--- src/sv/ccs_pkg.sv ---
package ccs_pkg;

   // Field and datapath widths
   localparam int CORNER_BITS = 16;
   localparam int COORD_BITS = 17;
   localparam int H_BITS = 19;
   localparam int LEVEL_IDX_BITS = 3;
   localparam int CSR_INDEX_BITS = 3;
   localparam int CSR_DATA_BITS = 16;
   localparam int DEFAULT_MAX_LEVELS = 6;
   localparam int PROD_BITS = H_BITS + COORD_BITS;
   localparam int NUM_BITS = PROD_BITS + 1;
   localparam int DEN_BITS = H_BITS + 1;
   localparam int REM_BITS = DEN_BITS + 1;
   localparam int QUO_BITS = 18;
   localparam int DIV_BITS_PER_CYCLE = 3;
   localparam int DIV_CYCLES = QUO_BITS / DIV_BITS_PER_CYCLE;
   localparam int DIV_STEP_BITS = $clog2(DIV_CYCLES);
   localparam int LANES = 4;
   localparam int FIFO_DEPTH = 4;

   // Register indexes
   localparam logic [CSR_INDEX_BITS-1:0] CSR_LEVEL_COUNT = 3'd0;
   localparam logic [CSR_INDEX_BITS-1:0] CSR_LEVEL_BASE = 3'd1;

   // Sequencer states of the front and the back
   typedef enum logic {FR_IDLE, FR_SCAN} front_state_type;

   typedef enum logic [2:0] {BK_IDLE, BK_MUL, BK_PREP, BK_DIV, BK_DONE} back_state_type;

   // Segment shape of one triangle
   typedef enum logic [3:0] {
      TC_NONE,
      TC_AB,
      TC_BC,
      TC_CA,
      TC_A_XBC,
      TC_B_XCA,
      TC_C_XAB,
      TC_XAB_XBC,
      TC_XBC_XCA,
      TC_XCA_XAB
   } tri_case_type;

   typedef enum logic [1:0] {
      VX_A,
      VX_B,
      VX_C
   } vertex_type;

   typedef struct packed {
      logic       is_cross;
      vertex_type p;
      vertex_type q;
   } point_type;

   typedef struct packed {
      point_type first;
      point_type second;
   } seg_plan_type;

   // One coordinate of an end point: (hq*cp - hp*cq) / (hq - hp)
   typedef struct packed {
      logic signed [H_BITS-1:0]     hp;
      logic signed [H_BITS-1:0]     hq;
      logic signed [COORD_BITS-1:0] cp;
      logic signed [COORD_BITS-1:0] cq;
   } lane_type;

   typedef struct packed {
      logic                      has_segment;
      logic                      last;
      logic [LEVEL_IDX_BITS-1:0] level_index;
      lane_type [LANES-1:0]      lane;
   } job_type;

   // Sign codes: negative, zero, positive
   localparam logic [1:0] SGN_NEG = 2'd0;
   localparam logic [1:0] SGN_ZERO = 2'd1;
   localparam logic [1:0] SGN_POS = 2'd2;

   localparam tri_case_type TRI_CASE_TABLE [27] = '{
      TC_NONE, TC_NONE, TC_XBC_XCA,
      TC_NONE, TC_BC, TC_B_XCA,
      TC_XAB_XBC, TC_C_XAB, TC_XCA_XAB,
      TC_NONE, TC_CA, TC_A_XBC,
      TC_AB, TC_CA, TC_AB,
      TC_A_XBC, TC_CA, TC_NONE,
      TC_XCA_XAB, TC_C_XAB, TC_XAB_XBC,
      TC_B_XCA, TC_BC, TC_NONE,
      TC_XBC_XCA, TC_NONE, TC_NONE
   };

   function automatic logic [1:0] sign_code(logic signed [H_BITS-1:0] h);
      logic [1:0] s;
      if (h == '0) s = SGN_ZERO;
      else if (h < 0) s = SGN_NEG;
      else s = SGN_POS;
      return s;
   endfunction

   function automatic tri_case_type tri_case_lookup(logic [1:0] sa, logic [1:0] sb,
                                                    logic [1:0] sc);
      logic [4:0] idx;
      tri_case_type tc;
      idx = 5'(sa) * 5'd9 + 5'(sb) * 5'd3 + 5'(sc);
      if (idx < 5'd27) tc = TRI_CASE_TABLE[idx];
      else tc = TC_NONE;
      return tc;
   endfunction

   function automatic point_type vtx(vertex_type p);
      return '{is_cross: 1'b0, p: p, q: p};
   endfunction

   function automatic point_type xing(vertex_type p, vertex_type q);
      return '{is_cross: 1'b1, p: p, q: q};
   endfunction

   function automatic seg_plan_type case_points(tri_case_type tc);
      seg_plan_type sp;
      unique case (tc)
         TC_AB:      sp = '{vtx(VX_A), vtx(VX_B)};
         TC_BC:      sp = '{vtx(VX_B), vtx(VX_C)};
         TC_CA:      sp = '{vtx(VX_C), vtx(VX_A)};
         TC_A_XBC:   sp = '{vtx(VX_A), xing(VX_B, VX_C)};
         TC_B_XCA:   sp = '{vtx(VX_B), xing(VX_C, VX_A)};
         TC_C_XAB:   sp = '{vtx(VX_C), xing(VX_A, VX_B)};
         TC_XAB_XBC: sp = '{xing(VX_A, VX_B), xing(VX_B, VX_C)};
         TC_XBC_XCA: sp = '{xing(VX_B, VX_C), xing(VX_C, VX_A)};
         TC_XCA_XAB: sp = '{xing(VX_C, VX_A), xing(VX_A, VX_B)};
         default:    sp = '{vtx(VX_A), vtx(VX_A)};
      endcase
      return sp;
   endfunction

   // Direct point or crossing; a flat edge falls back to its first end
   function automatic lane_type build_lane(logic is_cross,
                                           logic signed [H_BITS-1:0] h_p,
                                           logic signed [H_BITS-1:0] h_q,
                                           logic signed [COORD_BITS-1:0] c_p,
                                           logic signed [COORD_BITS-1:0] c_q);
      lane_type l;
      if (is_cross && (h_p != h_q)) begin
         l = '{hp: h_p, hq: h_q, cp: c_p, cq: c_q};
      end else begin
         l = '{hp: '0, hq: H_BITS'(1), cp: c_p, cq: '0};
      end
      return l;
   endfunction

   function automatic job_type empty_job();
      job_type j;
      j.has_segment = 1'b0;
      j.last = 1'b1;
      j.level_index = '0;
      for (int i = 0; i < LANES; i++) begin
         j.lane[i] = build_lane(1'b0, '0, '0, '0, '0);
      end
      return j;
   endfunction

endpackage

--- src/sv/ccs_fifo.sv ---
module ccs_fifo
   import ccs_pkg::*;
(
   input  logic    clock,
   input  logic    reset,
   input  logic    push,
   input  job_type din,
   input  logic    pop,
   output job_type dout,
   output logic    full,
   output logic    empty
);

   localparam int PtrBits = $clog2(FIFO_DEPTH);

   job_type              mem_ff [FIFO_DEPTH];
   logic [PtrBits-1:0]   wr_ptr_ff;
   logic [PtrBits-1:0]   rd_ptr_ff;
   logic [PtrBits:0]     count_ff;

   assign full = (count_ff == (PtrBits+1)'(FIFO_DEPTH));
   assign empty = (count_ff == '0);
   assign dout = mem_ff[rd_ptr_ff];

   // Store entries
   always_ff @(posedge clock) begin
      if (push) begin
         mem_ff[wr_ptr_ff] <= din;
      end
   end

   // Advance pointers and occupancy
   always_ff @(posedge clock) begin
      if (reset) begin
         wr_ptr_ff <= '0;
         rd_ptr_ff <= '0;
         count_ff <= '0;
      end else begin
         if (push) wr_ptr_ff <= wr_ptr_ff + 1'b1;
         if (pop) rd_ptr_ff <= rd_ptr_ff + 1'b1;
         count_ff <= count_ff + (PtrBits+1)'(push) - (PtrBits+1)'(pop);
      end
   end

endmodule

--- config.mk ---
export PLATFORM = sky130hd
export DESIGN_NAME = ccs_fifo
export DESIGN_NICKNAME = d
export VERILOG_FILES = /design/src/sv/ccs_pkg.sv /design/src/sv/ccs_fifo.sv
export SDC_FILE = /design/constraint.sdc
export NUM_CORES = 1
export LEC_CHECK = 0
export BUFFER_PORTS_ARGS = -buffer_cell sky130_fd_sc_hd__buf_2
export CAP_MARGIN = 0
export CORE_MARGIN = 1
export CORE_UTILIZATION = 57
export CTS_BUF_LIST = sky130_fd_sc_hd__clkbuf_16
export CTS_CLUSTER_SIZE = 40
export DETAILED_ROUTE_END_ITERATION = 7
export PLACE_DENSITY = 0.82
export SKIP_LAST_GASP = 1
export SLEW_MARGIN = 0
export SYNTH_ARGS = -nofsm -noshare
export SYNTH_HDL_FRONTEND = slang
export SYNTH_SLANG_ARGS = --single-unit
export TNS_END_PERCENT = 5
--- constraint.sdc ---
create_clock -name clock -period 13.29 [get_ports clock]
set_clock_uncertainty 0.2 [all_clocks]
set_input_delay 2.658 -clock clock [delete_from_list [all_inputs] [get_ports clock]]
set_output_delay 2.658 -clock clock [all_outputs]
set_load 0.01 [all_outputs]
Word level (Yosys, flattened, before mapping)

Memory sizes are Yosys's and may differ from the RTL's. A register that Yosys moved wholly into a read port is not among the register bits.
Cells that the tools add are included.

$add $sub $neg: 4
Multiply operators: 0
Divide/modulo/power cells: 0
Order comparisons: 0
Equal/unequal tests: 1
Shift-type cells: 0
Multiplexer cells: 4
Bitwise gates (word level): 0
Reduce and logical (&&, ||, !) cells: 1

Operator list:

| cell                                                           | number |
|---|---|
| 2-bit by 1-bit adder with 2-bit output (second input constant) | 2 |
| 2-bit 2-to-1 mux                                               | 2 |
| 3-bit by 1-bit adder with 3-bit output                         | 1 |
| 3-bit equality test (second input constant)                    | 1 |
| 3-bit logical NOT                                              | 1 |
| 3-bit by 1-bit subtractor with 3-bit output                    | 1 |
| 1-bit 2-to-1 mux                                               | 2 |

Bits in registers: 7
Bits in latches: 0
RAM bits: 1172
ROM bits: 0
Input bits: 297
Output and inout bits: 295
Word-level logic and storage cells: 14
Memories kept: 1

Memories:

| name   | depth | bits a word | read ports | clocked after Yosys merged registers in | wr ports | RTL line       | text |
|---|---|---|---|---|---|---|---|
| mem_ff | 4     | 293         | 1          | 1                                       | 1        | ccs_fifo.sv:16 | `job_type mem_ff [FIFO_DEPTH];` |

Logic depth before layout (Yosys ltp)

Gate-level depths: netlist of the first run.

Word-level depth: 3
Mapped depth: 7
Mapped depth without buffers: 7

Worst setup path before layout of the first run

No wires, ideal clock.

Path kind: input port to flip-flop
Start point: input push
End point: memory mem_ff[0][0] (netlist bit) (enable)
Setup time: 0.691 ns
Data arrival time: 9.268 ns
Data required time: 12.399 ns
Setup slack: 3.131 ns
Cell stages on the path: 1
Path buffers: 0
Cells stage by stage: and2_1

Longest elaborated chain between the ends: 2

Ends and longest elaborated chain:

| item                                   | RTL line       | text |
|---|---|---|
| from (decl)                            | ccs_fifo.sv:6  | `input logic push,` |
| 1-bit 2-to-1 mux                       | ccs_fifo.sv:27 | `if (push) begin` |
| 1-bit 2-to-1 mux (not written as such) | ccs_fifo.sv:28 | `mem_ff[wr_ptr_ff] <= din;` |
| to (decl)                              | ccs_fifo.sv:16 |  |

No other way between the ends.

==> results.md, run 1 <==
* Initial antenna violation count at 32
* RSZ-0062 raised after global routing: false
* Total negative slack at 0 ps
* Max-capacitance violation count at 0
* Nets@finish at 2,534
* Post-DRT Antenna Nets at 0
* Avg Inst Size Synth at 27.3 µm²
* Crit Path Class: flop to output pin
* TritonRoute pass-1 iters at 5
* Yosys reg bits at 1,181
* Gr usage total at 0.242
* Crit end category: output pin
* FF-to-FF setup slack at between 9000 and 10,000 ps
* Routability cong. at ~0.86
* Global-route wire length before repair at about 140,000 µm
* Resize count post-CTS at 0
* Clock root cell: clkbuf_16
* Relative slew slack at 0.221
* Die ar. at approximately 77,000 µm²
* P_leak at 16.8 nW
* Fillers at roughly 4,400
* Clock sink total at between 1,000 and 1,500
* WL per Instance at around 28 µm
* Detailed Route WL at 92,400 µm
* Tot Pwr at about 8 mW
* Die Height at between 200 and 300 µm
* Post-synthesis xor/xnor area fraction at 0.000961
* H-tree Lvls at 3
* Setup Buffers After CTS at 0
* Max Root-Sink Buffers at 3
* Vias per cell at roughly 6
* Post-synthesis mux area share at 0.154
* DR vias at around 20,000
* # hold bufs at CTS at 0
* Final period utilization at 0.503
* Peak supply drop at between 100 and 150 µV
* CTS tree: yes
* Worst Hold Class: flop to flop
* Fin crit period at 6690 ps
* Pre-CTS WS at ~7200 ps
* Global route total overflow at 0
* Final Hold Fails at 0
* CP max FO at 110
* Area grow syn2layout at 16.9%
* IO Port Bufs at a little under 600
* Pwr dens at approximately 160 nW/µm²
* Fin. max-slew vios at 0
* Initial DRC Count at about 2,100
* Share of layout cells above drive strength 1 at 0.463
* Yosys warns at 0
* I/O pin cnt at 592
* Die width at around 280 µm
* Max Fclk at 0.150 GHz
* Post-Synth Adder-Cell Area at 0.00221
* Cells after Synth at 1,573
* Largest net degree at the start of global routing at about 160
* Core area at roughly 75,000 µm²
* Slew @ Worst Pin at 1170 ps
* Data arrival time of the critical path at ~3800 ps
* Worst Path Required at between 10,000 and 15,000 ps
* Mapped Area at 43,000 µm²
* Worst-path clk slew at around 60 ps
* Post-synthesis simple-gate area fraction at 0.00175
* # setup viols final at 0
* Clock Latency Late Sink at 650 ps
* Largest family of logic cells by synthesized area: multiplexers
* Total placed cells including tap cells at about 3,000
* TritonCTS buffer count at 109
* Vias in the first global route at about 21,000
* Compound-Gate Fraction of Synth Area at 0.000349
* Net count after synthesis at around 1,900
* # DRC at 0
* Post-Layout Cell Count at approximately 3,300
* CP Launch Type: flop
* Synth cell types at 23
* Initial core utilization at 0.576
* Post-detail-place hpwl at ~55,000 µm
* Final worst slack at about 6600 ps
* Sequential area share after synthesis at 0.823
* Run status: finished clean
* Row Count at 100
## metrics by stage
step,utilization,area (µm²),hold WS [ps]
finish,0.673,50200,341
global route,0.673,50200,383
CTS,0.673,50200,346
detailed placement,0.625,46600,329
global placement,0.625,46600,301
floorplan,-,43000,292
## worst paths after layout
kind | cells past startpoint | start | end
setup / recovery | 4 | flop | dout[258]
hold / removal | 2 | rd_ptr_ff[1]$_SDFFE_PP0P_ | flop
setup reg to reg | 4 | wr_ptr_ff[0]$_SDFFE_PP0P_ | mem_ff[1][252]$_DFFE_PP_
hold reg to reg | 2 | rd_ptr_ff[1]$_SDFFE_PP0P_ | flop
## cell usage after synthesis
library cell,instances,area share
a21bo_2,1,0.00023
a21oi_1,1,0.00012
and2_1,4,0.00058
and3_1,1,0.00015
buf_12,22,0.010
buf_2,29,0.0034
buf_4,2,0.00035
buf_6,1,0.00026
buf_8,8,0.0028
clkbuf_1,4,0.00035
dfxtp_1,9,0.0042
edfxtp_1,1172,0.82
fa_1,1,0.00047
ha_1,6,0.0017
inv_1,6,0.00052
mux2i_1,1,0.00023
mux4_2,293,0.15
nand3b_1,1,0.00017
nor2_1,5,0.00044
nor2b_1,2,0.00029
nor3_1,1,0.00012
xnor2_1,2,0.00041
xor3_1,1,0.00055
## flip-flops by register name, indices dropped and copies added, names as in the netlist, named ones only
signal,count
count_ff,3
rd_ptr_ff,2
wr_ptr_ff,2
mem_ff,1172
## logic make-up after synthesis
group,count (synthesis)
xor+xnor,3
fa+ha+maj,7
simple gates,14
compound gates,2
mux,294
flops,1181
buf+inv,72
## worst max-delay path, stage by stage (launching register included)
cell and delay [ps]:
dfxtp_4 730, buf_12 690, buf_4 770, mux4_2 620, buf_2 170
## per-layer routing
layer  up-vias  GRT usage  share of wire
li1       8196          -              -
met1     10358      0.301           0.35
met2      1037      0.411           0.53
met3       190     0.0643          0.086
met4        20     0.0881          0.030
met5         -          0         0.0014
## cell usage in the layout, fill, tap and decap left out, types with 3 or more instances in the layout
| master | instances |
|---|---|
| and2_4 | 4 |
| buf_12 | 3 |
| buf_2 | 591 |
| buf_4 | 18 |
| bufinv_16 | 11 |
| clkbuf_16 | 111 |
| clkinv_1 | 24 |
| clkinv_2 | 27 |
| clkinvlp_4 | 6 |
| dfxtp_1 | 7 |
| diode_2 | 21 |
| edfxtp_1 | 1172 |
| ha_1 | 6 |
| inv_1 | 22 |
| mux4_2 | 293 |
| nor2_1 | 5 |
## final cells by class
class | instances | area [µm²] | share of cell area
Tap cell | 969 | 1210 | 0.0241
Clock buffer | 111 | 2780 | 0.0553
Multi-Input combinational cell | 320 | 6850 | 0.136
Sequential cell | 1181 | 35400 | 0.704
Inverter | 6 | 22.5 | 0.000448
Antenna cell | 21 | 52.6 | 0.00105
Timing Repair Buffer | 612 | 3150 | 0.0628
Clock inverter | 90 | 778 | 0.0155
## power breakdown
group | switching [mW] | internal, mW | leakage (nW)
Combinational | 0.427 | 0.331 | 4.19
Clock | 1.33 | 1.74 | 1.80
Sequential | 0.0598 | 4.29 | 10.8
Power figures use the tool's default switching activity.
==> run 2: changes to the inputs <==
==> constraint.sdc (replaced) <==
create_clock -name clock -period 6.6 [get_ports clock]
set_clock_uncertainty 0.2 [all_clocks]
set_input_delay 1.32 -clock clock [delete_from_list [all_inputs] [get_ports clock]]
set_output_delay 1.32 -clock clock [all_outputs]
set_load 0.01 [all_outputs]
==> results.md, run 2 (synthesis gave the netlist of run 1 again) <==
* Detailed Route WL at 90,500 µm (-2.1%)
* CP max-delay cell: dfxtp_4
* Max Fclk at around 0.21 GHz
* Clock share of power at 0.365 (-0.010)
* Post-detail-place hpwl at 52,800 µm (-3.5%)
* Run status: finished clean
* CP Launch Type: flop
* Worst Path Required at 5080 ps (-5350 ps)
* Post-DRT Antenna Nets at 0 (unchanged)
* Resize count post-CTS at 0 (unchanged)
* Crit end category: output pin
* Largest net degree at the start of global routing at 139 (-11%)
* Die Height at 277 µm (unchanged)
* Initial DRC Count at 1,668 (-19%)
* Largest Register: mem_ff
* Tot Pwr at 16.2 mW (+98%)
* Die ar. at 76,500 µm² (unchanged)
* Internal at 12.6 mW (+98%)
* Fin area at 50,200 µm² (about the same)
* Clock Latency Late Sink at 660 ps (about the same)
* IO Port Bufs at 591 (unchanged)
* Share of layout cells above drive strength 1 at 0.462 (about the same)
* CP max FO at 44 (-60%)
* Critical Path Max Stage Delay at 970 ps (+200 ps)
* Max FFs per register at 1,172 (unchanged)
* # hold bufs at CTS at 0 (unchanged)
* Most common cell after layout, fill and taps aside: edfxtp_1
* Initial antenna violation count at 44 (+38%)
* Relative slew slack at 0.303 (+0.0818)
* Routability cong. at 0.827 (-3.7%)
* Final period utilization at 0.712
* Max Root-Sink Buffers at 3 (unchanged)
* Max-capacitance violation count at 0 (unchanged)
* Fillers at 4,447 (+1.5%)
* # setup viols final at 0 (unchanged)
* Row Count at 100 (unchanged)
* Area grow syn2layout at 16.9% (about the same)
* RSZ-0062 raised after global routing: false
* Worst Hold Class: flop to flop
* Peak supply drop at 406 µV (+200%)
* Core area at 74,600 µm² (unchanged)
* Sw Share at 0.224 (+0.00161)
* Post-DP Area at 46,700 µm² (+0.29%)
* I/O pin cnt at 592 (unchanged)
* Crit Path Class: flop to output pin
* Fin. max-slew vios at 0 (unchanged)
* Initial core utilization at 0.576 (unchanged)
* Global-route wire length before repair at 131,000 µm (-3.0%)
* P_leak at 16.8 nW (-0.13%)
* Psw at 3.63 mW (+100%)
* TritonRoute pass-1 iters at 5 (unchanged)
* Fin crit period at 4700 ps
* CTS tree: yes
* Gr usage total at 0.234 (-0.00756)
* WL per Instance at 27.3 µm (-2.4%)
* Final Hold Fails at 0 (unchanged)
* # DRC at 0 (unchanged)
* Worst-path clk slew at 60 ps (about the same)
* H-tree Lvls at 3 (unchanged)
* Slew @ Worst Pin at 1050 ps (-123 ps)
* Top flop regs: mem_ff (1172), count_ff (3)
* Logic pwr share at 0.095 (+0.002)
* Vias in the first global route at 20,947 (+0.45%)
* Hold WS at 330 ps (-11.5 ps)
* TritonCTS buffer count at 110 (+0.92%)
* Die width at 277 µm (unchanged)
* Crit-path cells: buf_4 > mux4_2 > buf_2
* Global route total overflow at 0 (unchanged)
* Data arrival time of the critical path at 3180 ps (-650 ps)
* Nets@finish at 2,538 (+0.16%)
* Clock sink total at 1,181 (unchanged)
* Setup Buffers After CTS at 0 (unchanged)
* Pwr dens at 322 nW/µm² (+98%)
* Vias per cell at 5.91 (-1.2%)
* Seq pwr share at 0.540 (+0.008)
* DR vias at 19,609 (-0.97%)
* Clock root cell: clkbuf_16
* Commonest cells after routing, fill and taps aside: edfxtp_1, buf_2, mux4_2
==> run 2: cell count changes in the layout (fill, tap and decap cells not counted), sizes merged <==
cell / change
clkinvlp: -2
clkinv: +4
bufinv: -6
diode: +9
buf: +3
inv: +1
==> run 2: layout make-up <==
| type | instances | area (µm²) | share of cell area |
|---|---|---|---|
| Tap cell | 969 | 1210 | 0.0241 |
| Sequential cell | 1181 | 35400 | 0.704 |
| Antenna cell | 30 | 75.1 | 0.00149 |
| Clock inverter | 87 | 624 | 0.0124 |
| Multi-Input combinational cell | 320 | 6850 | 0.136 |
| Timing Repair Buffer | 615 | 3290 | 0.0655 |
| Inverter | 6 | 22.5 | 0.000448 |
| Clock buffer | 111 | 2780 | 0.0553 |
==> run 2: power groups by stage <==
stage	Clock [mW]	Combinational, mW	Sequential (mW)
finish	5.91	1.54	8.74
detailed placement	0	1.54	8.89
floorplan	0	0.948	8.91
global route	6.26	1.62	8.77
CTS	5.99	1.56	8.75
global placement	0	1.50	8.86
==> run 2: per-layer routing <==
layer	GRT usage	wire length, µm	share of wire	vias up
li1	-	-	-	8214
met1	0.274	31400	0.35	10228
met2	0.399	47700	0.53	895
met3	0.0597	6630	0.073	246
met4	0.126	4590	0.051	26
met5	0	158	0.0017	-
==> run 2: path summary, 6_finish.rpt <==
kind	slack, ps	to	cells after the start	from
setup reg to reg	3890	mem_ff[3][169]$_DFFE_PP_	3	wr_ptr_ff[0]$_SDFFE_PP0P_
hold / removal	330	flop	2	rd_ptr_ff[1]$_SDFFE_PP0P_
setup / recovery	1900	dout[283]	3	flop
hold reg to reg	330	flop	2	rd_ptr_ff[1]$_SDFFE_PP0P_
==> run 2: stage by stage <==
| stage | utilization | setup slack, ps | cells | TNS, ps |
|---|---|---|---|---|
| floorplan | - | -2220 | 1573 | -1952220 |
| global placement | 0.627 | 2530 | 3091 | 0 |
| detailed placement | 0.627 | 2490 | 3091 | 0 |
| CTS | 0.673 | 1730 | 3289 | 0 |
| global route | 0.673 | 1630 | 3315 | 0 |
| finish | 0.674 | 1900 | 3319 | 0 |
==> run 2: critical path: cells and delay by family (launching register included) <==
kind	cells	cell delay, ps
mux	1	610
buf+inv	2	850
flops	1	970
