==> src/sv/ccs_pkg.sv <==
package ccs_pkg;

   // Field and datapath widths
   localparam int CORNER_BITS = 16;
   localparam int COORD_BITS = 17;
   localparam int H_BITS = 19;
   localparam int LEVEL_IDX_BITS = 3;
   localparam int CSR_INDEX_BITS = 3;
   localparam int CSR_DATA_BITS = 16;
   localparam int DEFAULT_MAX_LEVELS = 6;
   localparam int PROD_BITS = H_BITS + COORD_BITS;
   localparam int NUM_BITS = PROD_BITS + 1;
   localparam int DEN_BITS = H_BITS + 1;
   localparam int REM_BITS = DEN_BITS + 1;
   localparam int QUO_BITS = 18;
   localparam int DIV_BITS_PER_CYCLE = 3;
   localparam int DIV_CYCLES = QUO_BITS / DIV_BITS_PER_CYCLE;
   localparam int DIV_STEP_BITS = $clog2(DIV_CYCLES);
   localparam int LANES = 4;
   localparam int FIFO_DEPTH = 4;

   // Register indexes
   localparam logic [CSR_INDEX_BITS-1:0] CSR_LEVEL_COUNT = 3'd0;
   localparam logic [CSR_INDEX_BITS-1:0] CSR_LEVEL_BASE = 3'd1;

   // Sequencer states of the front and the back
   typedef enum logic {FR_IDLE, FR_SCAN} front_state_type;

   typedef enum logic [2:0] {BK_IDLE, BK_MUL, BK_PREP, BK_DIV, BK_DONE} back_state_type;

   // Segment shape of one triangle
   typedef enum logic [3:0] {
      TC_NONE,
      TC_AB,
      TC_BC,
      TC_CA,
      TC_A_XBC,
      TC_B_XCA,
      TC_C_XAB,
      TC_XAB_XBC,
      TC_XBC_XCA,
      TC_XCA_XAB
   } tri_case_type;

   typedef enum logic [1:0] {
      VX_A,
      VX_B,
      VX_C
   } vertex_type;

   typedef struct packed {
      logic       is_cross;
      vertex_type p;
      vertex_type q;
   } point_type;

   typedef struct packed {
      point_type first;
      point_type second;
   } seg_plan_type;

   // One coordinate of an end point: (hq*cp - hp*cq) / (hq - hp)
   typedef struct packed {
      logic signed [H_BITS-1:0]     hp;
      logic signed [H_BITS-1:0]     hq;
      logic signed [COORD_BITS-1:0] cp;
      logic signed [COORD_BITS-1:0] cq;
   } lane_type;

   typedef struct packed {
      logic                      has_segment;
      logic                      last;
      logic [LEVEL_IDX_BITS-1:0] level_index;
      lane_type [LANES-1:0]      lane;
   } job_type;

   // Sign codes: negative, zero, positive
   localparam logic [1:0] SGN_NEG = 2'd0;
   localparam logic [1:0] SGN_ZERO = 2'd1;
   localparam logic [1:0] SGN_POS = 2'd2;

   localparam tri_case_type TRI_CASE_TABLE [27] = '{
      TC_NONE, TC_NONE, TC_XBC_XCA,
      TC_NONE, TC_BC, TC_B_XCA,
      TC_XAB_XBC, TC_C_XAB, TC_XCA_XAB,
      TC_NONE, TC_CA, TC_A_XBC,
      TC_AB, TC_CA, TC_AB,
      TC_A_XBC, TC_CA, TC_NONE,
      TC_XCA_XAB, TC_C_XAB, TC_XAB_XBC,
      TC_B_XCA, TC_BC, TC_NONE,
      TC_XBC_XCA, TC_NONE, TC_NONE
   };

   function automatic logic [1:0] sign_code(logic signed [H_BITS-1:0] h);
      logic [1:0] s;
      if (h == '0) s = SGN_ZERO;
      else if (h < 0) s = SGN_NEG;
      else s = SGN_POS;
      return s;
   endfunction

   function automatic tri_case_type tri_case_lookup(logic [1:0] sa, logic [1:0] sb,
                                                    logic [1:0] sc);
      logic [4:0] idx;
      tri_case_type tc;
      idx = 5'(sa) * 5'd9 + 5'(sb) * 5'd3 + 5'(sc);
      if (idx < 5'd27) tc = TRI_CASE_TABLE[idx];
      else tc = TC_NONE;
      return tc;
   endfunction

   function automatic point_type vtx(vertex_type p);
      return '{is_cross: 1'b0, p: p, q: p};
   endfunction

   function automatic point_type xing(vertex_type p, vertex_type q);
      return '{is_cross: 1'b1, p: p, q: q};
   endfunction

   function automatic seg_plan_type case_points(tri_case_type tc);
      seg_plan_type sp;
      unique case (tc)
         TC_AB:      sp = '{vtx(VX_A), vtx(VX_B)};
         TC_BC:      sp = '{vtx(VX_B), vtx(VX_C)};
         TC_CA:      sp = '{vtx(VX_C), vtx(VX_A)};
         TC_A_XBC:   sp = '{vtx(VX_A), xing(VX_B, VX_C)};
         TC_B_XCA:   sp = '{vtx(VX_B), xing(VX_C, VX_A)};
         TC_C_XAB:   sp = '{vtx(VX_C), xing(VX_A, VX_B)};
         TC_XAB_XBC: sp = '{xing(VX_A, VX_B), xing(VX_B, VX_C)};
         TC_XBC_XCA: sp = '{xing(VX_B, VX_C), xing(VX_C, VX_A)};
         TC_XCA_XAB: sp = '{xing(VX_C, VX_A), xing(VX_A, VX_B)};
         default:    sp = '{vtx(VX_A), vtx(VX_A)};
      endcase
      return sp;
   endfunction

   // Direct point or crossing; a flat edge falls back to its first end
   function automatic lane_type build_lane(logic is_cross,
                                           logic signed [H_BITS-1:0] h_p,
                                           logic signed [H_BITS-1:0] h_q,
                                           logic signed [COORD_BITS-1:0] c_p,
                                           logic signed [COORD_BITS-1:0] c_q);
      lane_type l;
      if (is_cross && (h_p != h_q)) begin
         l = '{hp: h_p, hq: h_q, cp: c_p, cq: c_q};
      end else begin
         l = '{hp: '0, hq: H_BITS'(1), cp: c_p, cq: '0};
      end
      return l;
   endfunction

   function automatic job_type empty_job();
      job_type j;
      j.has_segment = 1'b0;
      j.last = 1'b1;
      j.level_index = '0;
      for (int i = 0; i < LANES; i++) begin
         j.lane[i] = build_lane(1'b0, '0, '0, '0, '0);
      end
      return j;
   endfunction

endpackage

==> src/sv/ccs_channels.sv <==
interface ccs_req_if;
   import ccs_pkg::*;
   logic                          valid;
   logic                          ready;
   logic signed [CORNER_BITS-1:0] z_lower_left;
   logic signed [CORNER_BITS-1:0] z_lower_right;
   logic signed [CORNER_BITS-1:0] z_upper_right;
   logic signed [CORNER_BITS-1:0] z_upper_left;
   logic signed [CORNER_BITS-1:0] x_left;
   logic signed [CORNER_BITS-1:0] x_right;
   logic signed [CORNER_BITS-1:0] y_bottom;
   logic signed [CORNER_BITS-1:0] y_top;

   modport source (output valid, z_lower_left, z_lower_right, z_upper_right, z_upper_left,
                   x_left, x_right, y_bottom, y_top, input ready);
   modport sink (input valid, z_lower_left, z_lower_right, z_upper_right, z_upper_left,
                 x_left, x_right, y_bottom, y_top, output ready);
endinterface


==> src/sv/ccs_front.sv <==
module ccs_front
   import ccs_pkg::*;
#(
   parameter int MaxLevels = DEFAULT_MAX_LEVELS
)
(
   input  logic                      clock,
   input  logic                      reset,
   ccs_req_if.sink                   req_chan,
   input  logic                      csr_wr_en,
   input  logic [CSR_INDEX_BITS-1:0] csr_index,
   input  logic [CSR_DATA_BITS-1:0]  csr_wdata,
   output job_type                   job_out,
   output logic                      job_push,
   input  logic                      job_full
);

   localparam int LvlIdxBits = (MaxLevels > 1) ? $clog2(MaxLevels) : 1;

   front_state_type state_ff, state_in;

   logic [LEVEL_IDX_BITS-1:0]     level_count_ff;
   logic signed [CORNER_BITS-1:0] level_ff [MaxLevels];

   logic signed [CORNER_BITS-1:0] z_ff [4];
   logic signed [CORNER_BITS-1:0] x_left_ff, x_right_ff, y_bottom_ff, y_top_ff;
   logic signed [CORNER_BITS-1:0] zmin_ff, zmax_ff;
   logic [LEVEL_IDX_BITS-1:0]     k_ff;
   logic [1:0]                    tri_ff;
   job_type                       pending_ff;
   logic                          pend_valid_ff;

   logic signed [CORNER_BITS-1:0] zmin_in, zmax_in, lv;
   logic [LEVEL_IDX_BITS-1:0]     cnt;
   logic [CSR_INDEX_BITS-1:0]     csr_slot;
   logic                          accept, at_end, in_range, found, advance, cell_done;
   logic signed [COORD_BITS-1:0]  d [4];
   logic signed [H_BITS-1:0]      h_corner [4];
   logic signed [H_BITS-1:0]      h_centre;
   logic signed [COORD_BITS-1:0]  cx_corner [4];
   logic signed [COORD_BITS-1:0]  cy_corner [4];
   logic signed [H_BITS-1:0]      vh [4];
   logic signed [COORD_BITS-1:0]  vx [4];
   logic signed [COORD_BITS-1:0]  vy [4];
   tri_case_type                  tc;
   seg_plan_type                  plan;
   job_type                       new_job;

   assign accept = req_chan.valid && req_chan.ready;
   assign csr_slot = csr_index - CSR_LEVEL_BASE;

   // Corner range of the incoming cell
   always_comb begin
      zmin_in = req_chan.z_lower_left;
      zmax_in = req_chan.z_lower_left;
      if (req_chan.z_lower_right < zmin_in) zmin_in = req_chan.z_lower_right;
      if (req_chan.z_lower_right > zmax_in) zmax_in = req_chan.z_lower_right;
      if (req_chan.z_upper_right < zmin_in) zmin_in = req_chan.z_upper_right;
      if (req_chan.z_upper_right > zmax_in) zmax_in = req_chan.z_upper_right;
      if (req_chan.z_upper_left < zmin_in) zmin_in = req_chan.z_upper_left;
      if (req_chan.z_upper_left > zmax_in) zmax_in = req_chan.z_upper_left;
   end

   // Classify the current level and triangle
   always_comb begin
      if (level_count_ff > LEVEL_IDX_BITS'(MaxLevels)) cnt = LEVEL_IDX_BITS'(MaxLevels);
      else cnt = level_count_ff;
      at_end = (k_ff >= cnt);
      lv = level_ff[k_ff[LvlIdxBits-1:0]];
      in_range = (lv >= zmin_ff) && (lv <= zmax_ff);
      for (int i = 0; i < 4; i++) begin
         d[i] = COORD_BITS'(z_ff[i]) - COORD_BITS'(lv);
         h_corner[i] = H_BITS'(d[i]) <<< 2;
      end
      h_centre = H_BITS'(d[0]) + H_BITS'(d[1]) + H_BITS'(d[2]) + H_BITS'(d[3]);
      cx_corner[0] = COORD_BITS'(x_left_ff) <<< 1;
      cx_corner[1] = COORD_BITS'(x_right_ff) <<< 1;
      cx_corner[2] = COORD_BITS'(x_right_ff) <<< 1;
      cx_corner[3] = COORD_BITS'(x_left_ff) <<< 1;
      cy_corner[0] = COORD_BITS'(y_bottom_ff) <<< 1;
      cy_corner[1] = COORD_BITS'(y_bottom_ff) <<< 1;
      cy_corner[2] = COORD_BITS'(y_top_ff) <<< 1;
      cy_corner[3] = COORD_BITS'(y_top_ff) <<< 1;

      vh[VX_A] = h_corner[tri_ff];
      vh[VX_B] = h_centre;
      vh[VX_C] = h_corner[tri_ff + 2'd1];
      vh[3] = '0;
      vx[VX_A] = cx_corner[tri_ff];
      vx[VX_B] = COORD_BITS'(x_left_ff) + COORD_BITS'(x_right_ff);
      vx[VX_C] = cx_corner[tri_ff + 2'd1];
      vx[3] = '0;
      vy[VX_A] = cy_corner[tri_ff];
      vy[VX_B] = COORD_BITS'(y_bottom_ff) + COORD_BITS'(y_top_ff);
      vy[VX_C] = cy_corner[tri_ff + 2'd1];
      vy[3] = '0;

      tc = tri_case_lookup(sign_code(vh[VX_A]), sign_code(vh[VX_B]), sign_code(vh[VX_C]));
      plan = case_points(tc);
      found = !at_end && in_range && (tc != TC_NONE);

      new_job.has_segment = 1'b1;
      new_job.last = 1'b0;
      new_job.level_index = k_ff;
      new_job.lane[0] = build_lane(plan.first.is_cross, vh[plan.first.p], vh[plan.first.q],
                                   vx[plan.first.p], vx[plan.first.q]);
      new_job.lane[1] = build_lane(plan.first.is_cross, vh[plan.first.p], vh[plan.first.q],
                                   vy[plan.first.p], vy[plan.first.q]);
      new_job.lane[2] = build_lane(plan.second.is_cross, vh[plan.second.p],
                                   vh[plan.second.q], vx[plan.second.p], vx[plan.second.q]);
      new_job.lane[3] = build_lane(plan.second.is_cross, vh[plan.second.p],
                                   vh[plan.second.q], vy[plan.second.p], vy[plan.second.q]);
   end

   // Next state
   always_comb begin
      state_in = state_ff;
      unique case (state_ff)
         FR_IDLE: if (req_chan.valid) state_in = FR_SCAN;
         FR_SCAN: if (cell_done && !req_chan.valid) state_in = FR_IDLE;
         default: state_in = FR_IDLE;
      endcase
   end

   // Queue writes; hold one job back so the cell's final job carries last
   always_comb begin
      job_push = 1'b0;
      job_out = pending_ff;
      advance = 1'b0;
      cell_done = 1'b0;
      if (state_ff == FR_SCAN) begin
         priority if (at_end) begin
            if (pend_valid_ff) begin
               job_out.last = 1'b1;
            end else begin
               job_out = empty_job();
            end
            job_push = !job_full;
            cell_done = !job_full;
         end else if (found && pend_valid_ff) begin
            job_push = !job_full;
            advance = !job_full;
         end else begin
            advance = 1'b1;
         end
      end
      req_chan.ready = (state_ff == FR_IDLE) || cell_done;
   end

   always_ff @(posedge clock) begin
      if (reset) begin
         state_ff <= FR_IDLE;
      end else begin
         state_ff <= state_in;
      end
   end

   // Configuration registers
   always_ff @(posedge clock) begin
      if (reset) begin
         level_count_ff <= LEVEL_IDX_BITS'(1);
         for (int i = 0; i < MaxLevels; i++) level_ff[i] <= '0;
      end else if (csr_wr_en) begin
         if (csr_index == CSR_LEVEL_COUNT) begin
            level_count_ff <= csr_wdata[LEVEL_IDX_BITS-1:0];
         end else if (int'(csr_slot) < MaxLevels) begin
            level_ff[csr_slot[LvlIdxBits-1:0]] <= csr_wdata;
         end
      end
   end

   // Walk levels and triangles of the held cell
   always_ff @(posedge clock) begin
      if (reset) begin
         pend_valid_ff <= 1'b0;
         k_ff <= '0;
         tri_ff <= '0;
      end else begin
         if (advance) begin
            if (!in_range) begin
               k_ff <= k_ff + 1'b1;
               tri_ff <= '0;
            end else begin
               tri_ff <= tri_ff + 2'd1;
               if (tri_ff == 2'd3) k_ff <= k_ff + 1'b1;
            end
            if (found) begin
               pend_valid_ff <= 1'b1;
            end
         end
         if (cell_done) pend_valid_ff <= 1'b0;
         if (accept) begin
            k_ff <= '0;
            tri_ff <= '0;
         end
      end
   end

   // Cell and pending job payload
   always_ff @(posedge clock) begin
      if (advance && found) pending_ff <= new_job;
      if (accept) begin
         z_ff[0] <= req_chan.z_lower_left;
         z_ff[1] <= req_chan.z_lower_right;
         z_ff[2] <= req_chan.z_upper_right;
         z_ff[3] <= req_chan.z_upper_left;
         x_left_ff <= req_chan.x_left;
         x_right_ff <= req_chan.x_right;
         y_bottom_ff <= req_chan.y_bottom;
         y_top_ff <= req_chan.y_top;
         zmin_ff <= zmin_in;
         zmax_ff <= zmax_in;
      end
   end

endmodule

==> src/flat_wrapper.sv <==
// flat-port wrapper written by rule: the top's interface ports become plain ports
module ccs_front_flat import ccs_pkg::*;
#(
   parameter int MaxLevels = DEFAULT_MAX_LEVELS
)
  (clock, reset, csr_wr_en, csr_index, csr_wdata, job_out, job_push, job_full, req_chan_valid, req_chan_z_lower_left, req_chan_z_lower_right, req_chan_z_upper_right, req_chan_z_upper_left, req_chan_x_left, req_chan_x_right, req_chan_y_bottom, req_chan_y_top, req_chan_ready);
  ccs_req_if req_chan_i ();
  input  logic clock;
  input  logic reset;
  input  logic csr_wr_en;
  input  logic [CSR_INDEX_BITS-1:0] csr_index;
  input  logic [CSR_DATA_BITS-1:0] csr_wdata;
  output job_type job_out;
  output logic job_push;
  input  logic job_full;
  input wire logic [$bits(req_chan_i.valid)-1:0] req_chan_valid;
  input wire logic [$bits(req_chan_i.z_lower_left)-1:0] req_chan_z_lower_left;
  input wire logic [$bits(req_chan_i.z_lower_right)-1:0] req_chan_z_lower_right;
  input wire logic [$bits(req_chan_i.z_upper_right)-1:0] req_chan_z_upper_right;
  input wire logic [$bits(req_chan_i.z_upper_left)-1:0] req_chan_z_upper_left;
  input wire logic [$bits(req_chan_i.x_left)-1:0] req_chan_x_left;
  input wire logic [$bits(req_chan_i.x_right)-1:0] req_chan_x_right;
  input wire logic [$bits(req_chan_i.y_bottom)-1:0] req_chan_y_bottom;
  input wire logic [$bits(req_chan_i.y_top)-1:0] req_chan_y_top;
  output wire logic [$bits(req_chan_i.ready)-1:0] req_chan_ready;
  assign req_chan_i.valid = req_chan_valid;
  assign req_chan_i.z_lower_left = req_chan_z_lower_left;
  assign req_chan_i.z_lower_right = req_chan_z_lower_right;
  assign req_chan_i.z_upper_right = req_chan_z_upper_right;
  assign req_chan_i.z_upper_left = req_chan_z_upper_left;
  assign req_chan_i.x_left = req_chan_x_left;
  assign req_chan_i.x_right = req_chan_x_right;
  assign req_chan_i.y_bottom = req_chan_y_bottom;
  assign req_chan_i.y_top = req_chan_y_top;
  assign req_chan_ready = req_chan_i.ready;
  ccs_front #(.MaxLevels(MaxLevels)) u_core (.clock(clock), .reset(reset), .req_chan(req_chan_i), .csr_wr_en(csr_wr_en), .csr_index(csr_index), .csr_wdata(csr_wdata), .job_out(job_out), .job_push(job_push), .job_full(job_full));
endmodule
==> config.mk <==
export PLATFORM = sky130hd
export DESIGN_NAME = ccs_front_flat
export DESIGN_NICKNAME = d
export VERILOG_FILES = /design/src/sv/ccs_pkg.sv /design/src/sv/ccs_channels.sv /design/src/sv/ccs_front.sv /design/src/flat_wrapper.sv
export SDC_FILE = /design/constraint.sdc
export NUM_CORES = 2
export LEC_CHECK = 0
export BUFFER_PORTS_ARGS = -buffer_cell sky130_fd_sc_hd__buf_2
export CORE_MARGIN = 2
export CORE_UTILIZATION = 35
export DETAILED_ROUTE_END_ITERATION = 12
export PLACE_DENSITY = 0.59
export SLEW_MARGIN = 30
export SYNTH_ARGS = -nofsm -noshare
export SYNTH_HDL_FRONTEND = slang
export SYNTH_SLANG_ARGS = --single-unit
==> constraint.sdc <==
create_clock -name clock -period 20.4 [get_ports clock]
set_input_delay 4.08 -clock clock [delete_from_list [all_inputs] [get_ports clock]]
set_output_delay 4.08 -clock clock [all_outputs]
set_load 0.02 [all_outputs]
## After elaboration in Yosys (flattened, before gate mapping)

Memory sizes are Yosys's and may differ from the RTL's. A register that Yosys moved wholly into a read port is not among the register bits.
Index checks and enable logic that the tools add are counted.

| storage, ports and cells | value |
|---|---|
| word-level logic and storage cells | 204 |
| register bits after elaboration | 321 |
| memories kept | 4 |
| bits in read-only memories | 288 |
| memory bits (writable) | 160 |

Memories:

| memory | depth | bits a word | read ports | clocked after memory_dff | wr ports | line | source |
|---|---|---|---|---|---|---|---|
| (no name shown) | 16 | 10 | 1 | 0 | 0 | ccs_pkg.sv:122 | `unique case (tc)` |
| (no name shown) | 32 | 4 | 1 | 0 | 0 | ccs_pkg.sv:107 | `if (idx < 5'd27) tc = TRI_CASE_TABLE[idx];` |
| u_core.level_ff | 6 | 16 | 1 | 1 | 6 | ccs_front.sv:23 | `logic signed [CORNER_BITS-1:0] level_ff [MaxLevels];` |
| u_core.z_ff | 4 | 16 | 4 | 0 | 4 | ccs_front.sv:25 | `logic signed [CORNER_BITS-1:0] z_ff [4];` |

| operators by class | value |
|---|---|
| muxes and demuxes | 102 |
| order comparisons | 22 |
| reductions and logical operators | 24 |
| bitwise gates (word level) | 8 |
| multiply operators | 2 |
| add/subtract/negate cells | 14 |
| equality and inequality tests | 4 |

Operator list:

| cell | number |
|---|---|
| $mux W293 | 2 |
| $bmux W17 S2 | 12 |
| $mux W17 | 24 |
| $mux W291 | 1 |
| $bmux W19 S2 | 6 |
| $mux W19 | 12 |
| $mux W16 | 7 |
| $sub A16 B16 Y17 | 4 |
| $logic_not A19 Y1 | 3 |
| $lt A19 B1 Y1 const B | 3 |
| $gt A16 B16 Y1 | 3 |
| $lt A16 B16 Y1 | 3 |
| $ne A19 B19 Y1 | 2 |
| $add A16 B16 Y17 | 2 |
| $mux W1 | 21 |
| $add A18 B17 Y19 | 1 |
| $add A19 B17 Y19 | 1 |
| $add A17 B17 Y18 | 1 |
| $ge A3 B3 Y1 const B | 6 |
| $mux W3 | 6 |
| $not A2 Y3 | 6 |
| $ge A16 B16 Y1 | 1 |
| $le A16 B16 Y1 | 1 |
| $reduce_or A16 Y1 | 1 |
| other kinds (26) | 47 |

## Logic depth before layout (Yosys ltp)

An unclocked memory read counts as a cell.

| logic depth | value |
|---|---|
| depth in word-level cells | 25 |
| depth in mapped cells | 58 |
| mapped depth without buffers | 50 |

## Least setup slack after synthesis

No wires, ideal clock.

| timing | value |
|---|---|
| path kind | register to register |
| start point | register with a tool-made name |
| end point | register u_core.pending_ff[0] (netlist name) (enable) |
| buffers on the path | 3 |
| cell stages (with the launch flop) | 43 |
| setup slack | 0.359 ns |
| clock period less this slack | 20.041 ns |
| arrival time | 19.245 ns |
| cells stage by stage | dfxtp_1 -> clkbuf_1 -> buf_1 -> mux4_2 -> mux2i_1 -> ha_1 -> nand3b_1 -> nand2_1 -> a211oi_1 -> a21oi_1 -> o21a_1 -> or2_2 -> fa_1 -> inv_1 -> fa_1 -> ha_1 -> or2_2 -> a21oi_1 -> [7 not listed] -> nand2_1 -> fa_1 -> inv_1 -> fa_1 -> inv_1 -> fa_1 -> nor2_1 -> a21oi_1 -> nor2_1 -> a21o_1 -> nor2_1 -> buf_2 -> nor2_1 -> a31oi_1 -> ha_1 -> a31oi_1 -> a311o_1 -> nor2_1 |

RTL lines:

| item | line | source |
|---|---|---|
| end signal, assigned | ccs_front.sv:201 | `if (advance && found) pending_ff <= new_job;` |
| end, declared | ccs_front.sv:30 | `job_type pending_ff;` |

==> impl_summary.txt <==
----------------------------------------------------
[Setup path]
  Data arrival at the endpoint of the critical path ... 12.74 ns
  Worst path buffer plus inverter count ... 5
  Cell with the biggest individual delay on the critical path ... sky130_fd_sc_hd__nor2_1
  Startpoint types ... register
  Crit. End Element ... primary output
  Slowest cell delay on critical path ... 0.72 ns
  Data required, critical path ... 16.32 ns
  Most Frequent Cell on Critical Path ... sky130_fd_sc_hd__a21oi_1
  Critical setup path kind ... reg -> out
  Highest net fanout along the worst path ... 30
  Category of cells accounting for the largest share of critical-path delay ... compound AO/OA/AOI/OAI gates

[Die]
  Initial core utilization ... 35.2%
  Placement row count ... 121
  Die Y-Extent ... 334 um
  Width of the chip ... 334 um
  Placeable Area ... 109,000 um2
  Die footprint ... 112,000 um2
  Top Ports ... 447

[Yosys]
  Post-synth top area share ... 39.6%
  Most common flop cell mapped by yosys ... sky130_fd_sc_hd__edfxtp_1
  Number of library cell types mapped by synthesis ... 98
  Count of warnings emitted by yosys ... 0
  Proportion of synthesized chip area in sequential cells ... 40.2%
  Share of flip-flops with an asynchronous set or reset ... 0%
  Register bit total from synthesis ... 516
  Post-synthesis instance area ... 38,200 um2
  Number of flops mapped to enable cells by yosys ... 503
  Post-Syn Instances ... 3,899
  Cell type with the largest total area after synthesis ... sky130_fd_sc_hd__edfxtp_1
  Top post-synthesis cells by area ... sky130_fd_sc_hd__edfxtp_1 (40%), sky130_fd_sc_hd__ha_1 (8.1%), sky130_fd_sc_hd__mux2i_1 (5.0%)
  Mean cell area of the mapped netlist ... 9.79 um2

[Clock network]
  Clock slew at reported path FFs ... 0.06 ns
  Buffers from clock root to sink, at most ... 3
  CTS Buf Count ... 59
  Number of buffers inserted for hold repair after clock tree synthesis ... 0
  H-Tree Level Count ... 2
  Post-CTS repair timing setup buffer count ... 0
  Library cell used as clock root buffer ... sky130_fd_sc_hd__clkbuf_16
  Clock insertion delay at the later pin of the skew report ... 0.67 ns
  Post-cts resize count ... 0
  Clock tree sinks ... 516
  CTS tree ... done

[Placement]
  Port bufs ... 446
  Worst slack at placement ... 3.91 ns
  HPWL Detailed ... 100 mm
  Final Wtd Congestion ... 1.01

[Routing]
  Detailed-route wire length ... 133 mm
  Via count normalized by instance count ... 5.60
  Remaining antenna violation count after routing ... 0
  Mean routed wirelength per cell ... 23.5 um
  DRC violation total after the first TritonRoute iteration ... 3,472
  Initial DRT Pass Iterations ... 5
  Total number of vias ... 31,800
  Post-route DRC ... 0

[Timing]
  Final-report setup violation count ... 0
  Slew at the pin closest to its max-slew limit ... 1.10 ns
  Worst Skew ... 0.0543 ns
  Post-route setup slack ... 3.58 ns
  Setup total negative slack ... 0 ns
  Max Clk Rate ... 59.4 MHz
  Final worst path period need ... 16.82 ns
  Final Hold Fails ... 0
  Total count of max-transition violations in the final report ... 0
  Setup repair after global routing missed its margin ... no
  Max-Slew Margin vs Limit ... 26.6%
  Share of the clock period used by the worst path after layout ... 82.5%

[Final layout]
  Total area of sequential cells ... 15,400 um2
  Area growth from synthesis to layout ... 13.7%
  Number of filler cells placed in the layout ... 10,700
  Nets@finish ... 4,646
  Footprint of the multi-input gates ... 20,600 um2
  Final cell utilization of the core ... 40.0%
  Proportion of layout cells with a drive suffix above 1 ... 17.3%

[GRT]
  Number of antenna violations at the first check in global routing ... 11
  Grt ovf ... 0
  Global-route usage over all layers ... 23.1%
  Number of global-route vias before repair ... 29,500
  Pin count of the biggest net entering global routing ... 146
  First-pass GRT wire length ... 195 mm

[Flow run]
  Number of max-cap violations ... 0

[Worst hold path]
  Hold_sp ... u_core.level_count_ff[0]
  Path class of the lowest-slack min-delay path ... reg -> reg

[Outcome]
  Outcome ... finished clean

----------------------------------------------------
## cells by family after synthesis
logic type,Yosys count,synth area share (%)
multiplexers,274,8.87
other,1,0.00982
AO/OA/AOI/OAI,912,15.2
XOR/XNOR,104,2.39
adder cells (fa/ha/maj),288,10.3
flip-flops,516,40.2
buffers and inverters,548,6.33
AND/OR/NAND/NOR,1256,16.7
## worst register-to-register path, delay by kind of cell, from the launching register on
kind | cells | cell delay [ns]
DFF | 1 | 0.36
buffers and inverters | 5 | 1.32
muxes | 2 | 1.27
AOI/OAI and AO/OA | 16 | 3.86
adders and majority gates | 8 | 3.31
xor gates and xnor gates | 1 | 0.36
and+or+nand+nor | 15 | 5.03
## Yosys cell counts (26+ instances only)
library cell               instances
sky130_fd_sc_hd__a21o_1           66
sky130_fd_sc_hd__a21oi_1         204
sky130_fd_sc_hd__and2_1          246
sky130_fd_sc_hd__and3_1           80
sky130_fd_sc_hd__buf_2            29
sky130_fd_sc_hd__buf_4            82
sky130_fd_sc_hd__clkbuf_1        141
sky130_fd_sc_hd__edfxtp_1        503
sky130_fd_sc_hd__fa_1             42
sky130_fd_sc_hd__ha_1            246
sky130_fd_sc_hd__inv_1           269
sky130_fd_sc_hd__mux2_2           34
sky130_fd_sc_hd__mux2i_1         190
sky130_fd_sc_hd__mux4_2           46
sky130_fd_sc_hd__nand2_1         289
sky130_fd_sc_hd__nand2b_1         39
sky130_fd_sc_hd__nand3_1          57
sky130_fd_sc_hd__nand4_1          54
sky130_fd_sc_hd__nor2_1          256
sky130_fd_sc_hd__nor2b_1          34
sky130_fd_sc_hd__nor3_1          109
sky130_fd_sc_hd__o211ai_1         55
sky130_fd_sc_hd__o21a_1           26
sky130_fd_sc_hd__o21ai_0         266
sky130_fd_sc_hd__o22ai_1          70
sky130_fd_sc_hd__xnor2_1          64
sky130_fd_sc_hd__xor2_1           40
## worst paths after layout
path         depth (start not counted)                        to  slack, ns
max                                 40                  job_push       3.58
min                                  1  u_core.level_count_ff[0]       0.47
max reg2reg                         47     u_core.pending_ff[71]       4.56
min reg2reg                          1  u_core.level_count_ff[0]       0.47
## sequential cells by signal, summed over array words and instances (netlist names), 2 cells and up, named ones only
| register | flops |
|---|---|
| u_core.k_ff | 3 |
| u_core.level_count_ff | 3 |
| u_core.level_ff | 128 |
| u_core.pending_ff | 215 |
| u_core.tri_ff | 2 |
| u_core.x_left_ff | 16 |
| u_core.x_right_ff | 16 |
| u_core.y_bottom_ff | 16 |
| u_core.y_top_ff | 16 |
| u_core.z_ff | 64 |
| u_core.zmax_ff | 16 |
| u_core.zmin_ff | 16 |
## layout by cell type, fill, tap and decap left out, drive strengths merged, types with 58 or more instances in the layout
cell type and count:
and2 246, ha 246, nor2 257, a21o 66, xnor2 64, inv 275, nor3 109, a21oi 206
nand3 58, edfxtp 503, and3 80, clkbuf 67, o21ai 274, o22ai 70, nand2 289, mux2i 193
buf 492
## per-layer routing
layer / part of all wire (%) / GRT usage, % / vias up
met5: 0.019 / 0 / -
met4: 2.4 / 5.46 / 4
met3: 8.2 / 3.29 / 192
met2: 45 / 36.3 / 1460
met1: 45 / 33.5 / 15300
li1: - / - / 14800
## metrics by stage
stage               hold slack [ns]  cell area, um2  std cells
finish                        0.473           43400       5672
global route                  0.495           43400       5670
CTS                           0.474           43400       5667
detailed placement            0.462           41400       5558
global placement              0.450           41300       5558
floorplan                     0.429           38300       3930
## layout make-up
cell class,instances,share of cell area (%)
well taps,1414,4.07
clock buffers,66,3.51
diodes,4,0.0230
inverters,270,2.33
clock inverters,43,1.18
flip-flops and latches,516,35.4
multi-input cells,2866,47.5
repair buffers,493,5.99
Power is left out: the tool's default activity adds up to more than one toggle a clock period on the data nets, which glitch-free logic cannot reach.
